--- src/psrt_pkg.sv ---
// Shared types, widths, register indexes and the saturation helper for the
// point scale/rotate/translate pipeline. No dependencies.
`default_nettype none

package psrt_pkg;

    localparam int unsigned COORD_W = 32;   // Q16.16 coordinate
    localparam int unsigned COEF_W  = 16;   // Q8.8 scale or Q2.14 trig
    localparam int unsigned SCALE_W = 48;   // packed scale register
    localparam int unsigned ROT_W   = 32;   // packed cos/sin register
    localparam int unsigned CFG_W   = 48;   // config write data
    localparam int unsigned IDX_W   = 3;    // config index
    localparam int unsigned PROD_W  = COORD_W + COEF_W;

    localparam int unsigned SCALE_FRAC = 8;
    localparam int unsigned ROT_FRAC   = 14;

    // Configuration register indexes
    localparam logic [IDX_W-1:0] REG_SCALE   = 3'd0;
    localparam logic [IDX_W-1:0] REG_ROT_X   = 3'd1;
    localparam logic [IDX_W-1:0] REG_ROT_Y   = 3'd2;
    localparam logic [IDX_W-1:0] REG_ROT_Z   = 3'd3;
    localparam logic [IDX_W-1:0] REG_SHIFT_X = 3'd4;
    localparam logic [IDX_W-1:0] REG_SHIFT_Y = 3'd5;
    localparam logic [IDX_W-1:0] REG_SHIFT_Z = 3'd6;

    localparam logic [SCALE_W-1:0] SCALE_RST = 48'h0100_0100_0100;
    localparam logic [ROT_W-1:0]   ROT_RST   = 32'h4000_0000;

    localparam logic signed [63:0] SAT_MAX = 64'sd2147483647;
    localparam logic signed [63:0] SAT_MIN = -64'sd2147483648;

    // Pipeline control that travels with each request
    typedef struct packed {
        logic vld;
        logic clip;
    } t_ctl;

    typedef struct packed {
        logic [COORD_W-1:0] val;
        logic               clip;
    } t_sat;

    function automatic t_sat sat32(input logic signed [63:0] v);
        t_sat r;
        if (v > SAT_MAX) begin
            r.val  = SAT_MAX[COORD_W-1:0];
            r.clip = 1'b1;
        end else if (v < SAT_MIN) begin
            r.val  = SAT_MIN[COORD_W-1:0];
            r.clip = 1'b1;
        end else begin
            r.val  = v[COORD_W-1:0];
            r.clip = 1'b0;
        end
        return r;
    endfunction

endpackage

`default_nettype wire

--- src/psrt_xlate.sv ---
// Translation add with saturation; this stage is the output register.
// Depends on psrt_pkg.
`default_nettype none

module psrt_xlate (
    input  wire logic                                i_clk,
    input  wire logic                                i_rst_n,
    input  wire logic                                i_en,
    input  wire psrt_pkg::t_ctl                      i_ctl,
    input  wire logic signed [psrt_pkg::COORD_W-1:0] i_x,
    input  wire logic signed [psrt_pkg::COORD_W-1:0] i_y,
    input  wire logic signed [psrt_pkg::COORD_W-1:0] i_z,
    input  wire logic signed [psrt_pkg::COORD_W-1:0] i_tx,
    input  wire logic signed [psrt_pkg::COORD_W-1:0] i_ty,
    input  wire logic signed [psrt_pkg::COORD_W-1:0] i_tz,
    output psrt_pkg::t_ctl                           o_ctl,
    output logic signed [psrt_pkg::COORD_W-1:0]      o_x,
    output logic signed [psrt_pkg::COORD_W-1:0]      o_y,
    output logic signed [psrt_pkg::COORD_W-1:0]      o_z
);

    psrt_pkg::t_ctl r_ctl;
    logic signed [psrt_pkg::COORD_W-1:0] r_res [3];
    logic signed [psrt_pkg::COORD_W-1:0] w_pt  [3];
    logic signed [psrt_pkg::COORD_W-1:0] w_t   [3];
    logic signed [psrt_pkg::COORD_W:0]   w_sum [3];
    psrt_pkg::t_sat                      w_sat [3];
    logic                                n_clip;

    assign w_pt[0] = i_x;
    assign w_pt[1] = i_y;
    assign w_pt[2] = i_z;
    assign w_t[0]  = i_tx;
    assign w_t[1]  = i_ty;
    assign w_t[2]  = i_tz;

    always_comb begin
        n_clip = i_ctl.clip;
        for (int i = 0; i < 3; i++) begin
            w_sum[i] = ($bits(w_sum[i]))'(w_pt[i]) + ($bits(w_sum[i]))'(w_t[i]);
            w_sat[i] = psrt_pkg::sat32(64'(w_sum[i]));
            n_clip   = n_clip | w_sat[i].clip;
        end
    end

    always_ff @(posedge i_clk) begin
        if (!i_rst_n) begin
            r_ctl <= '0;
        end else if (i_en) begin
            r_ctl <= '{vld: i_ctl.vld, clip: n_clip};
        end
    end

    always_ff @(posedge i_clk) begin
        if (i_en) begin
            for (int i = 0; i < 3; i++) begin
                r_res[i] <= $signed(w_sat[i].val);
            end
        end
    end

    assign o_ctl = r_ctl;
    assign o_x   = r_res[0];
    assign o_y   = r_res[1];
    assign o_z   = r_res[2];

endmodule

`default_nettype wire

--- config.mk ---
export PLATFORM = sky130hd
export DESIGN_NAME = psrt_xlate
export DESIGN_NICKNAME = d
export VERILOG_FILES = /design/src/psrt_pkg.sv /design/src/psrt_xlate.sv
export SDC_FILE = /design/constraint.sdc
export NUM_CORES = 1
export LEC_CHECK = 0
export BUFFER_PORTS_ARGS = -buffer_cell sky130_fd_sc_hd__buf_2
export CAP_MARGIN = 40
export CORE_ASPECT_RATIO = 0.9
export CORE_MARGIN = 2
export CORE_UTILIZATION = 32
export DETAILED_ROUTE_END_ITERATION = 16
export GPL_ROUTABILITY_DRIVEN = 0
export SYNTH_ARGS = -nofsm -noshare
export SYNTH_HDL_FRONTEND = slang
export SYNTH_SLANG_ARGS = --single-unit
--- constraint.sdc ---
create_clock -name i_clk -period 3.25 [get_ports i_clk]
set_input_delay 0.4875 -clock i_clk [delete_from_list [all_inputs] [get_ports i_clk]]
set_output_delay 0.4875 -clock i_clk [all_outputs]
set_load 0.005 [all_outputs]
### Word level (Yosys, flattened, before mapping)

Memory sizes are Yosys's and may differ from the RTL's.
Cells that the tools add are included.

* register bits: 2
* RAM bits: 96
* input port bits: 197
* output and inout bits: 98
* memories: 1

* $add $sub $neg: 3
* $lt $le $gt $ge: 6
* multiplexer cells: 8
* bitwise logic cells: 3

Memories
* r_res: words 3, width 32, read ports 3, clocked after memory_dff 0, write ports 3, line psrt_xlate.sv:23 `logic signed [psrt_pkg::COORD_W-1:0] r_res [3];`

Operators with widths (number)
* 33-bit two-way mux: 6
* 32-bit by 32-bit adder with 33-bit output: 3
* 33-bit by 32-bit > comparator with 1-bit output (second input constant): 3
* 33-bit by 32-bit < comparator with 1-bit output (second input constant): 3
* 1-bit OR: 3
* 1-bit two-way mux: 2

### Longest topological paths before layout

* depth after elaboration: 7
* gate-level depth with buffers: 13

### Least setup slack after synthesis

No wires, ideal clock.

* kind: input port to flip-flop
* start point: in i_z[0] in the netlist's numbering
* end point: mem r_res[0][94] in the netlist's numbering, data pin
* setup time: 0.260 ns
* arrival time: 3.023 ns
* data required time: 2.990 ns
* slack: -0.033 ns
* cell stages on the path: 12
* cell sequence: ha_1 fa_1 a211oi_2 o21ai_2 o21a_1 or2_4 a41oi_4 o21ai_4 a311oi_4 o21a_4 buf_12 o21ai_2

RTL lines
* from (decl): line psrt_xlate.sv:12 `input wire logic signed [psrt_pkg::COORD_W-1:0] i_z,`
* to (decl): line psrt_xlate.sv:23

==> impl_metrics.json <==
{
  "path_clk_slew_ns": 0.07,
  "die-area_um2": 29500,
  "met3_wirelength_um": 1230,
  "top_signal_layer_used": "met4",
  "post-route-period-util_pct": 93.2,
  "path_max_fanout": 27,
  "seq_cells_post_synth": 98,
  "mappedNetlistArea_um2": 9010,
  "mostFrequentLayoutCell": "buf_2",
  "dieHeight_um": 163,
  "cts-hold-fix-buffers": 0,
  "worst-setup-path-type": "in -> reg",
  "met2WireLength_um": 13000,
  "clock_path_buffers": 2,
  "timing.max_cap.violations": 0,
  "min-delay-path-class": "in -> reg",
  "worst_ep_required_time_ns": 3.33,
  "yosys_warnings": 0,
  "async_reset_ff_share_pct": 0,
  "timing.final.crit_period_ns": 3.03,
  "number_of_placed_instances_with_taps_included": 1669,
  "most_frequent_cells_in_the_layout": "293 x buf_2, 126 x buf_4, 108 x a21oi_1",
  "slew_violations": 0,
  "rows": 58,
  "timing.slew.headroom_pct": 44.7,
  "syn_avg_cell_area_um2": 9.82,
  "ant_nets": 0,
  "finalHoldViolCount": 0,
  "htree_num_levels": 3,
  "leakagePower_nw": 5.51,
  "timing.critical_path.mode_cell": "o21ai_0",
  "routed_wirelength_um": 27300,
  "power_per_cell_area_nw_per_um2": 425,
  "hold-path-endpoint": "o_ctl[0]",
  "cts-buffers-inserted": 9,
  "cts.sinks": 98,
  "initial_utilization_pct": 32.4,
  "layout-drive-gt1-share_pct": 39.4,
  "critPathLaunchType": "input pin",
  "ys_seq_area_share_pct": 32.4,
  "number_of_flops_mapped_to_enable_cells_by_yosys": 96,
  "synthesis.instances": 918,
  "crit_path_max_incr_delay_ns": 0.29,
  "grt_pass1_wl_um": 42400,
  "number_of_port_buffers": 294,
  "ys.flop_type": "edfxtp_1",
  "timing.final.ws_setup_ns": 0.220,
  "cts-root-buf": "clkbuf_16",
  "cts_tree": "built",
  "via_count_of_the_first_global_routing_pass": 8362,
  "overall_via_count_from_detail_route": 8512,
  "regToRegEndpoint": "o_ctl[0]",
  "worst_pin_slew_ns": 0.829,
  "groute.usage.overall_pct": 17.8,
  "drc_errors": 0,
  "drt-pass1-iter-count": 5,
  "report.final.setup_viol": 0,
  "post_synthesis_net_count": 1214,
  "worstSkewPairLatency_ns": 0.35,
  "status": "finished clean",
  "worstRegToRegCells": 2,
  "viasPerCell": 5.04,
  "coreArea_um2": 27800,
  "hold_path.startpoint": "i_ctl[0]",
  "crit_slowest_cell": "o31a_1",
  "timing.reg2reg.setup_slack_ns": 2.55,
  "critical_path.endpoint_type": "flop",
  "globalRoute.totalOverflow": 0,
  "met1Wirelength_um": 12500,
  "r2r_start": "o_ctl[0]",
  "max-vdd-ir-drop_uv": 228,
  "preCtsSetupSlack_ns": -0.228,
  "pin_count_of_the_biggest_net_entering_global_routing": 62,
  "avgRoutedWirePerCell_um": 16.2,
  "dpl.hpwl_um": 22500,
  "arrival_worst_endpoint_ns": 3.11,
  "synthToLayoutAreaGrowth_pct": 33.8,
  "antenna_found_initial": 2,
  "pin_count": 295,
  "min_path_cells": 3,
  "worst_clock_skew_ns": 0,
  "grt_setup_unrepaired": "true",
  "post_synth_num_cell_types": 76,
  "detailedRoute.firstIterationViolations": 463,
  "post_layout_nonfiller_instances": 1689,
  "fp.dieW_um": 181,
  "crit_chain": "buf_2, ha_1, inv_1, fa_1, nor2b_1, o31a_1, o2111ai_1, nand3_1, and4_1, o21ai_0, a31oi_2, buf_4, nand2_4, buf_12, o21ai_0",
  "finish.net_count": 1618,
  "fmax_mhz": 330
}
==> what timing repair did <==
item                       in CTS  in global routing
resized for setup               0                  2
setup endpoints to repair       0                 46
setup buffers                   0                  0
hold endpoints to repair        0                  0
==> cell usage after synthesis, types with 5 or more instances <==
library cell,n,area [µm²]
o21ai_1,10,50.1
a211oi_1,7,52.6
xor2_1,50,438
nand2_1,47,176
clkbuf_1,8,30.0
a21oi_1,108,541
o21ai_2,34,298
a31oi_1,17,106
o21a_1,12,90.1
buf_6,7,78.8
a21oi_2,16,140
and3_1,7,43.8
xnor2_1,36,315
o21ai_0,56,280
nor3_1,12,60.1
o31ai_1,5,37.5
or3_1,8,50.1
ha_1,96,1200
and4_1,5,43.8
nand3_1,16,80.1
nor2b_1,14,87.6
a21o_1,58,435
inv_1,22,82.6
buf_2,13,65.1
nand4_1,15,93.8
nand2b_1,7,43.8
a221oi_1,6,52.6
edfxtp_1,96,2880
o211ai_1,8,60.1
and2_1,7,43.8
nor2_1,38,143
maj3_1,5,50.1
==> critical path: cells and delay by family <==
| kind | cells | cell delay [ns] |
|---|---|---|
| buffers and inverters | 4 | 0.58 |
| and+or+nand+nor | 4 | 0.49 |
| AOI/OAI and AO/OA | 5 | 1.14 |
| adders and majority gates | 2 | 0.40 |
==> worst max-delay path by stage <==
stage	start	end	slack, ns	depth (start not counted)
finish	i_x[0]	r_res[0][22]	0.22	15
global route	i_x[0]	r_res[0][22]	-0.01	15
CTS	i_z[0]	r_res[0][67]	0.13	13
detailed placement	i_z[0]	r_res[0][67]	-0.23	13
global placement	i_x[1]	r_res[0][17]	-0.16	12
floorplan	i_z[0]	r_res[0][94]	0.01	12
==> routing by layer <==
layer,vias up,track usage [%]
li1,4328,-
met1,3932,23.3
met2,215,30.2
met3,37,2.70
met4,0,5.24
met5,-,0
==> layout make-up <==
class	instances	area (µm²)
clock inverter	6	42.5
tap	360	450
fill	2800	15700
sequential	98	2920
timing repair buffer	426	2560
inverter	22	82.6
antenna	2	5.00
clock buffer	10	229
multi-input combinational	765	5770
==> kinds of logic (layout without fill, tap and decap cells) <==
group / Yosys count / after routing / share of synthesized area (%)
adders and majority gates: 104 / 104 / 14.5
buffers and inverters: 56 / 464 / 3.76
muxes: 3 / 3 / 0.333
other: 0 / 2 / 0
AOI/OAI and AO/OA: 374 / 374 / 28.7
DFF: 98 / 98 / 32.4
xor gates and xnor gates: 88 / 88 / 8.84
and+or+nand+nor: 195 / 196 / 11.4
==> state kept, by name, summed over array words and instances, names as in the netlist <==
name   flops
r_res     96
o_ctl      2
==> power breakdown <==
part / total (W) / internal, W / switching, W
clock network: 0.00103 / 0.000522 / 0.000506
registers: 0.00182 / 0.00174 / 0.0000869
logic: 0.00227 / 0.00108 / 0.00119
==> stage by stage <==
step                      power (W)  util (%)  instance area [µm²]  TNS [ns]  hold slack (ns)
after floorplan             0.00315         -                 9020         0            0.507
after global placement      0.00408      42.2                11700     -6.68            0.502
after detailed placement    0.00411      42.2                11700    -10.47            0.521
after CTS                   0.00514      43.2                12000         0            0.374
after global routing        0.00545      43.4                12100   -0.0135            0.381
final                       0.00512      43.4                12100         0            0.389
Power figures use the tool's default switching activity.
