[src/psrt_pkg.sv]
// Shared types, widths, register indexes and the saturation helper for the
// point scale/rotate/translate pipeline. No dependencies.
`default_nettype none

package psrt_pkg;

    localparam int unsigned COORD_W = 32;   // Q16.16 coordinate
    localparam int unsigned COEF_W  = 16;   // Q8.8 scale or Q2.14 trig
    localparam int unsigned SCALE_W = 48;   // packed scale register
    localparam int unsigned ROT_W   = 32;   // packed cos/sin register
    localparam int unsigned CFG_W   = 48;   // config write data
    localparam int unsigned IDX_W   = 3;    // config index
    localparam int unsigned PROD_W  = COORD_W + COEF_W;

    localparam int unsigned SCALE_FRAC = 8;
    localparam int unsigned ROT_FRAC   = 14;

    // Configuration register indexes
    localparam logic [IDX_W-1:0] REG_SCALE   = 3'd0;
    localparam logic [IDX_W-1:0] REG_ROT_X   = 3'd1;
    localparam logic [IDX_W-1:0] REG_ROT_Y   = 3'd2;
    localparam logic [IDX_W-1:0] REG_ROT_Z   = 3'd3;
    localparam logic [IDX_W-1:0] REG_SHIFT_X = 3'd4;
    localparam logic [IDX_W-1:0] REG_SHIFT_Y = 3'd5;
    localparam logic [IDX_W-1:0] REG_SHIFT_Z = 3'd6;

    localparam logic [SCALE_W-1:0] SCALE_RST = 48'h0100_0100_0100;
    localparam logic [ROT_W-1:0]   ROT_RST   = 32'h4000_0000;

    localparam logic signed [63:0] SAT_MAX = 64'sd2147483647;
    localparam logic signed [63:0] SAT_MIN = -64'sd2147483648;

    // Pipeline control that travels with each request
    typedef struct packed {
        logic vld;
        logic clip;
    } t_ctl;

    typedef struct packed {
        logic [COORD_W-1:0] val;
        logic               clip;
    } t_sat;

    function automatic t_sat sat32(input logic signed [63:0] v);
        t_sat r;
        if (v > SAT_MAX) begin
            r.val  = SAT_MAX[COORD_W-1:0];
            r.clip = 1'b1;
        end else if (v < SAT_MIN) begin
            r.val  = SAT_MIN[COORD_W-1:0];
            r.clip = 1'b1;
        end else begin
            r.val  = v[COORD_W-1:0];
            r.clip = 1'b0;
        end
        return r;
    endfunction

endpackage

`default_nettype wire

[src/psrt_scale.sv]
// Per-axis Q8.8 scale: multiply stage, then round/saturate stage.
// Depends on psrt_pkg.
`default_nettype none

module psrt_scale (
    input  wire logic                                i_clk,
    input  wire logic                                i_rst_n,
    input  wire logic                                i_en,
    input  wire psrt_pkg::t_ctl                      i_ctl,
    input  wire logic signed [psrt_pkg::COORD_W-1:0] i_x,
    input  wire logic signed [psrt_pkg::COORD_W-1:0] i_y,
    input  wire logic signed [psrt_pkg::COORD_W-1:0] i_z,
    input  wire logic [psrt_pkg::SCALE_W-1:0]        i_scale,
    output psrt_pkg::t_ctl                           o_ctl,
    output logic signed [psrt_pkg::COORD_W-1:0]      o_x,
    output logic signed [psrt_pkg::COORD_W-1:0]      o_y,
    output logic signed [psrt_pkg::COORD_W-1:0]      o_z
);

    psrt_pkg::t_ctl r_ctl_m, r_ctl_s;
    logic signed [psrt_pkg::PROD_W-1:0]  r_prod [3];
    logic signed [psrt_pkg::COORD_W-1:0] r_res  [3];
    logic signed [psrt_pkg::COORD_W-1:0] w_in   [3];
    logic signed [psrt_pkg::COEF_W-1:0]  w_sc   [3];
    logic signed [psrt_pkg::PROD_W:0]    w_rnd  [3];
    psrt_pkg::t_sat                      w_sat  [3];
    logic signed [psrt_pkg::COORD_W-1:0] n_res  [3];
    logic                                n_clip;

    assign w_in[0] = i_x;
    assign w_in[1] = i_y;
    assign w_in[2] = i_z;
    assign w_sc[0] = $signed(i_scale[47:32]);
    assign w_sc[1] = $signed(i_scale[31:16]);
    assign w_sc[2] = $signed(i_scale[15:0]);

    // round half up, then back to Q16.16
    always_comb begin
        n_clip = r_ctl_m.clip;
        for (int i = 0; i < 3; i++) begin
            w_rnd[i] = (($bits(w_rnd[i]))'(r_prod[i])
                        + (($bits(w_rnd[i]))'(1) <<< (psrt_pkg::SCALE_FRAC - 1)))
                       >>> psrt_pkg::SCALE_FRAC;
            w_sat[i] = psrt_pkg::sat32(64'(w_rnd[i]));
            n_res[i] = $signed(w_sat[i].val);
            n_clip   = n_clip | w_sat[i].clip;
        end
    end

    always_ff @(posedge i_clk) begin
        if (!i_rst_n) begin
            r_ctl_m <= '0;
            r_ctl_s <= '0;
        end else if (i_en) begin
            r_ctl_m <= i_ctl;
            r_ctl_s <= '{vld: r_ctl_m.vld, clip: n_clip};
        end
    end

    always_ff @(posedge i_clk) begin
        if (i_en) begin
            for (int i = 0; i < 3; i++) begin
                r_prod[i] <= w_in[i] * w_sc[i];
                r_res[i]  <= n_res[i];
            end
        end
    end

    assign o_ctl = r_ctl_s;
    assign o_x   = r_res[0];
    assign o_y   = r_res[1];
    assign o_z   = r_res[2];

endmodule

`default_nettype wire

[config.mk]
export PLATFORM = sky130hd
export DESIGN_NAME = psrt_scale
export DESIGN_NICKNAME = d
export VERILOG_FILES = /design/src/psrt_pkg.sv /design/src/psrt_scale.sv
export SDC_FILE = /design/constraint.sdc
export NUM_CORES = 2
export LEC_CHECK = 0
export BUFFER_PORTS_ARGS = -buffer_cell sky130_fd_sc_hd__buf_2
export CAP_MARGIN = 20
export CORE_MARGIN = 4
export CORE_UTILIZATION = 55
export CTS_BUF_LIST = sky130_fd_sc_hd__clkbuf_16
export DETAILED_ROUTE_END_ITERATION = 16
export PLACE_DENSITY_LB_ADDON = 0.1
export SKIP_LAST_GASP = 1
export SLEW_MARGIN = 20
export SYNTH_ARGS = -nofsm -noshare
export SYNTH_HDL_FRONTEND = slang
export SYNTH_SLANG_ARGS = --single-unit
export TNS_END_PERCENT = 5
[constraint.sdc]
create_clock -name i_clk -period 8.85 [get_ports i_clk]
set_input_delay 0.885 -clock i_clk [delete_from_list [all_inputs] [get_ports i_clk]]
set_output_delay 0.885 -clock i_clk [all_outputs]
set_load 0.005 [all_outputs]
# == Word-level counts from Yosys, hierarchy flattened ==
# Memory sizes are Yosys's and may differ from the RTL's.
# Cells that the tools add are included.
# op_classes
n_mux,8
bitwise,3
n_addsub,3
mul,3
magnitude_cmp,6
# op_table
cell,n
$mux 33,6
$add 48x9->49 const B,3
$mul 32x16->48,3
$gt 41x32->1 const B,3
$lt 41x32->1 const B,3
$or 1x1->1,3
$mux 1,2
# totals
input_bits,149
mem_count,2
ff_bits,4
ram_bits,240
elab_cells,29
out_inout_bits,98
# memory_table
name,depth,word_bits,rd,rd_ports_with_merged_regs,wr,line_no,source
r_prod,3,48,3,0,3,psrt_scale.sv:21,logic signed [psrt_pkg::PROD_W-1:0] r_prod [3];
r_res,3,32,3,0,3,psrt_scale.sv:22,logic signed [psrt_pkg::COORD_W-1:0] r_res [3];

# == Longest topological paths before layout ==
# depth
word_depth,7
depth_mapped,25
ltp_nobuf,24

# == Least setup slack after synthesis ==
# No wires, ideal clock.
# synth_path
path_kind,input port to flip-flop
start,in i_scale[15] (netlist name)
end,mem r_prod[0][143] (netlist name) (data pin)
setup_ns,0.263
t_required_ns,8.587
path_slack_ns,1.548
stages,23
arrival_time_ns,7.039
n_path_buf,3
path_cell_list,inv_1 -> clkbuf_1 -> buf_1 -> nor2_1 -> fa_1 -> fa_1 -> fa_1 -> fa_1 -> fa_1 -> inv_1 -> fa_1 -> inv_1 -> ha_1 -> clkbuf_1 -> and3_1 -> nand3_1 -> or4_1 -> a211oi_1 -> o311a_1 -> o31ai_1 -> a21boi_0 -> nor4_1 -> a2111o_1
# synth_rtl
element,line_no,source
start: declaration,psrt_scale.sv:13,"input wire logic [psrt_pkg::SCALE_W-1:0] i_scale,"
end: declaration,psrt_scale.sv:21,

==> out/qor.csv <==
metric,value,unit
RR Startpoint,r_prod[0][103],
CORE AREA,0.111,mm2
via count,43970,
hold buffer count at CTS,0,
number of global-route vias before repair,48031,
Cell Rows,122,
Worst Setup End Kind,flop,
largest net degree at the start of global routing,81,
global route total overflow,0,
CTS Sinks,223,
worst-path maximum fanout,32,
TritonCTS clock tree,built,
Iteration-0 DRC Markers,2743,
Hold WC Path Type,flop to flop,
final hold vios,0,
placed instance area,0.0641,mm2
Die X-Extent,344,um
CTS Buf Count,29,
"Reg clk slew, reported paths",60,ps
"Distinct cells, synth",66,
CP Launch Type,input pin,
Max Cap Viol,0,
GRT Total Usage,28.1,%
crit-path cells,buf_2 > nand2_1 > fa_1 > inv_1 > fa_1 > fa_1 > fa_1 > fa_1 > inv_1 > fa_1 > inv_1 > ha_1 > and3_1 > nand3_1 > or4_1 > a211oi_1 > buf_4 > o311a_1 > o31ai_1 > a21boi_0 > nor4_1 > a2111o_1,
Port-buffer cells,246,
first-pass GRT wire length,259000,um
Crit Path Category,input pin to flop,
H-tree levels,1,
Clk Tree Root Cell,clkbuf_16,
"Top FF cell, synth",edfxtp_1,
minimum clock period,7470,ps
TNS Setup,0,ps
gp weighted congestion,0.893,
Layout Skew,13.9,ps
Fmax,134,MHz
Total Wirelength,157000,um
HPWL Detailed,128000,um
DR WL/cell,19.2,um
Finished Cell Area,0.0651,mm2
share of cells above drive strength 1,4.93,%
"Req. time, crit path",9180,ps
post-route antenna net violation count,0,
Initial Util,55.6,%
critical path's largest stage delay,590,ps
initial antenna violation count,5,
clk_lat worst skew,590,ps
sequential fraction of the synthesis area,10.8,%
syn avg cell area,9.31,um2
CP arrival,7800,ps
Mapped Nets,8590,
# IOs,247,
Slew @ Worst Pin,1040,ps
vias per std cell,5.38,
number of synthesized flops with an enable pin,219,
slowest CP cell,buf_2,
DRC,0,
relative slew slack,30.2,%
full die area,0.118,mm2
Max clock buf depth,3,
critical path launch point,i_scale[10],
Post-CTS Repair Setup Buffers,0,
status,"finished, final reports clean",
worst r2r dst,r_res[0][94],
Syn-to-layout area delta,5.14,%
post-cts sizing count,0,
crit path to,r_prod[0][143],
Syn Inst Count,6650,
worst r2r path cells,9,
Netlist Area Pre-Place,0.0619,mm2
warnings from Yosys,0,
"Slew Viols, Final",0,
Pre-antenna DRT Iters,6,
reg2reg setup slack,4470,ps
setup violators final,0,
RSZ-0062 raised after global routing,no,
Crit path top cell by count,fa_1,
Post-synth ARST share,0,%
NumNets Final,8607,
Die H,344,um
synthesis-stage register bit count,223,
period utilisation layout,84.5,%
-- logic make-up after synthesis --
logic type,count (synthesis),synth area share [%]
adders and majority gates,1791,53.8
muxes,9,0.154
AOI/OAI and AO/OA,437,4.32
and+or+nand+nor,2008,15.8
DFF,223,10.8
xor gates and xnor gates,236,3.34
buffers and inverters,1946,11.8
-- Yosys cell counts (35+ instances only) --
master | count | area (um2)
inv_1 | 1667 | 6260
fa_1 | 1455 | 29100
nand2_1 | 930 | 3490
and2_1 | 609 | 3810
ha_1 | 336 | 4200
clkbuf_1 | 271 | 1020
edfxtp_1 | 219 | 6580
nor2_1 | 163 | 612
o21ai_0 | 150 | 751
xnor2_1 | 129 | 1130
a21oi_1 | 111 | 556
xor2_1 | 107 | 937
nand3_1 | 81 | 405
a21o_1 | 51 | 383
nand4_1 | 41 | 257
and3_1 | 36 | 225
nor3_1 | 35 | 175
-- critical path, delay by kind of cell --
| kind | cells | cell delay [ps] |
|---|---|---|
| AND/OR/NAND/NOR | 5 | 1180 |
| buffers and inverters | 5 | 930 |
| adder cells (fa/ha/maj) | 7 | 3420 |
| AO/OA/AOI/OAI | 5 | 1350 |
-- metal layers --
metal	vias to the layer above	share of wire, %	GRT usage (%)	routed length [um]
li1	19584	-	-	-
met1	22776	41	37.5	64800
met2	1305	48	46.5	74700
met3	303	6.4	4.50	10100
met4	2	4.8	10.7	7540
met5	-	0.0083	0	13
-- worst min-delay path by stage --
stage | startpoint | cells after the start | end | slack (ps)
after floorplan | r_ctl_m[0] | 2 | r_ctl_m[0] | 470
after global placement | r_ctl_m[0] | 2 | r_ctl_m[0] | 500
after detailed placement | r_ctl_m[0] | 2 | r_ctl_m[0] | 500
after CTS | r_ctl_m[0] | 2 | r_ctl_m[0] | 510
after global routing | r_ctl_m[0] | 2 | r_ctl_m[0] | 550
final | r_ctl_m[0] | 2 | r_ctl_m[0] | 500
-- cell usage in the layout (no fill, tap or decap), types with 4 or more instances in the layout --
| master | count |
|---|---|
| dfxtp_1 | 4 |
| o21a_1 | 11 |
| a2111oi_0 | 4 |
| nand2_1 | 930 |
| and4_1 | 18 |
| and3_1 | 36 |
| buf_4 | 17 |
| nor3_1 | 34 |
| nand2b_1 | 28 |
| nor2b_1 | 18 |
| a21o_1 | 51 |
| inv_6 | 5 |
| nor2_1 | 163 |
| or2_2 | 4 |
| a21oi_1 | 111 |
| a211o_1 | 4 |
| nor3b_1 | 6 |
| edfxtp_1 | 219 |
| mux2i_1 | 5 |
| nand3_1 | 81 |
| fa_1 | 1455 |
| nand4_1 | 41 |
| clkinv_2 | 4 |
| xnor2_1 | 129 |
| bufinv_16 | 4 |
| inv_1 | 1671 |
| o21ai_0 | 150 |
| a31oi_1 | 15 |
| a211oi_1 | 9 |
| or3_1 | 8 |
| nor4_1 | 13 |
| o31ai_1 | 7 |
| xor2_1 | 107 |
| buf_2 | 245 |
| o21bai_1 | 26 |
| o211ai_1 | 6 |
| mux2_2 | 4 |
| clkbuf_16 | 29 |
| and2_1 | 609 |
| ha_1 | 336 |
-- metrics by stage --
stage | hold WS [ps] | cells | setup WS [ps] | util [%]
floorplan | 474 | 6650 | 1550 | -
global placement | 500 | 8124 | 1030 | 57.6
detailed placement | 503 | 8124 | 876 | 57.6
CTS | 515 | 8177 | 1500 | 58.5
global route | 551 | 8177 | 1040 | 58.5
finish | 504 | 8178 | 1380 | 58.5
-- registers in the layout, summed over array words and instances (netlist names) --
signal / count
r_res: 96
r_ctl_m: 2
r_prod: 123
o_ctl: 2
-- layout make-up --
class                      instances  area (um2)
multi-input combinational       4481       48000
fill                            9921       46200
sequential                       223        6660
inverter                        1669        6260
tap                             1488        1860
timing repair buffer             263        1370
clock buffer                      29         726
clock inverter                    24         241
antenna                            1        2.50
Power is left out: the tool's default activity adds up to more than one toggle a clock period on the data nets, which glitch-free logic cannot reach.
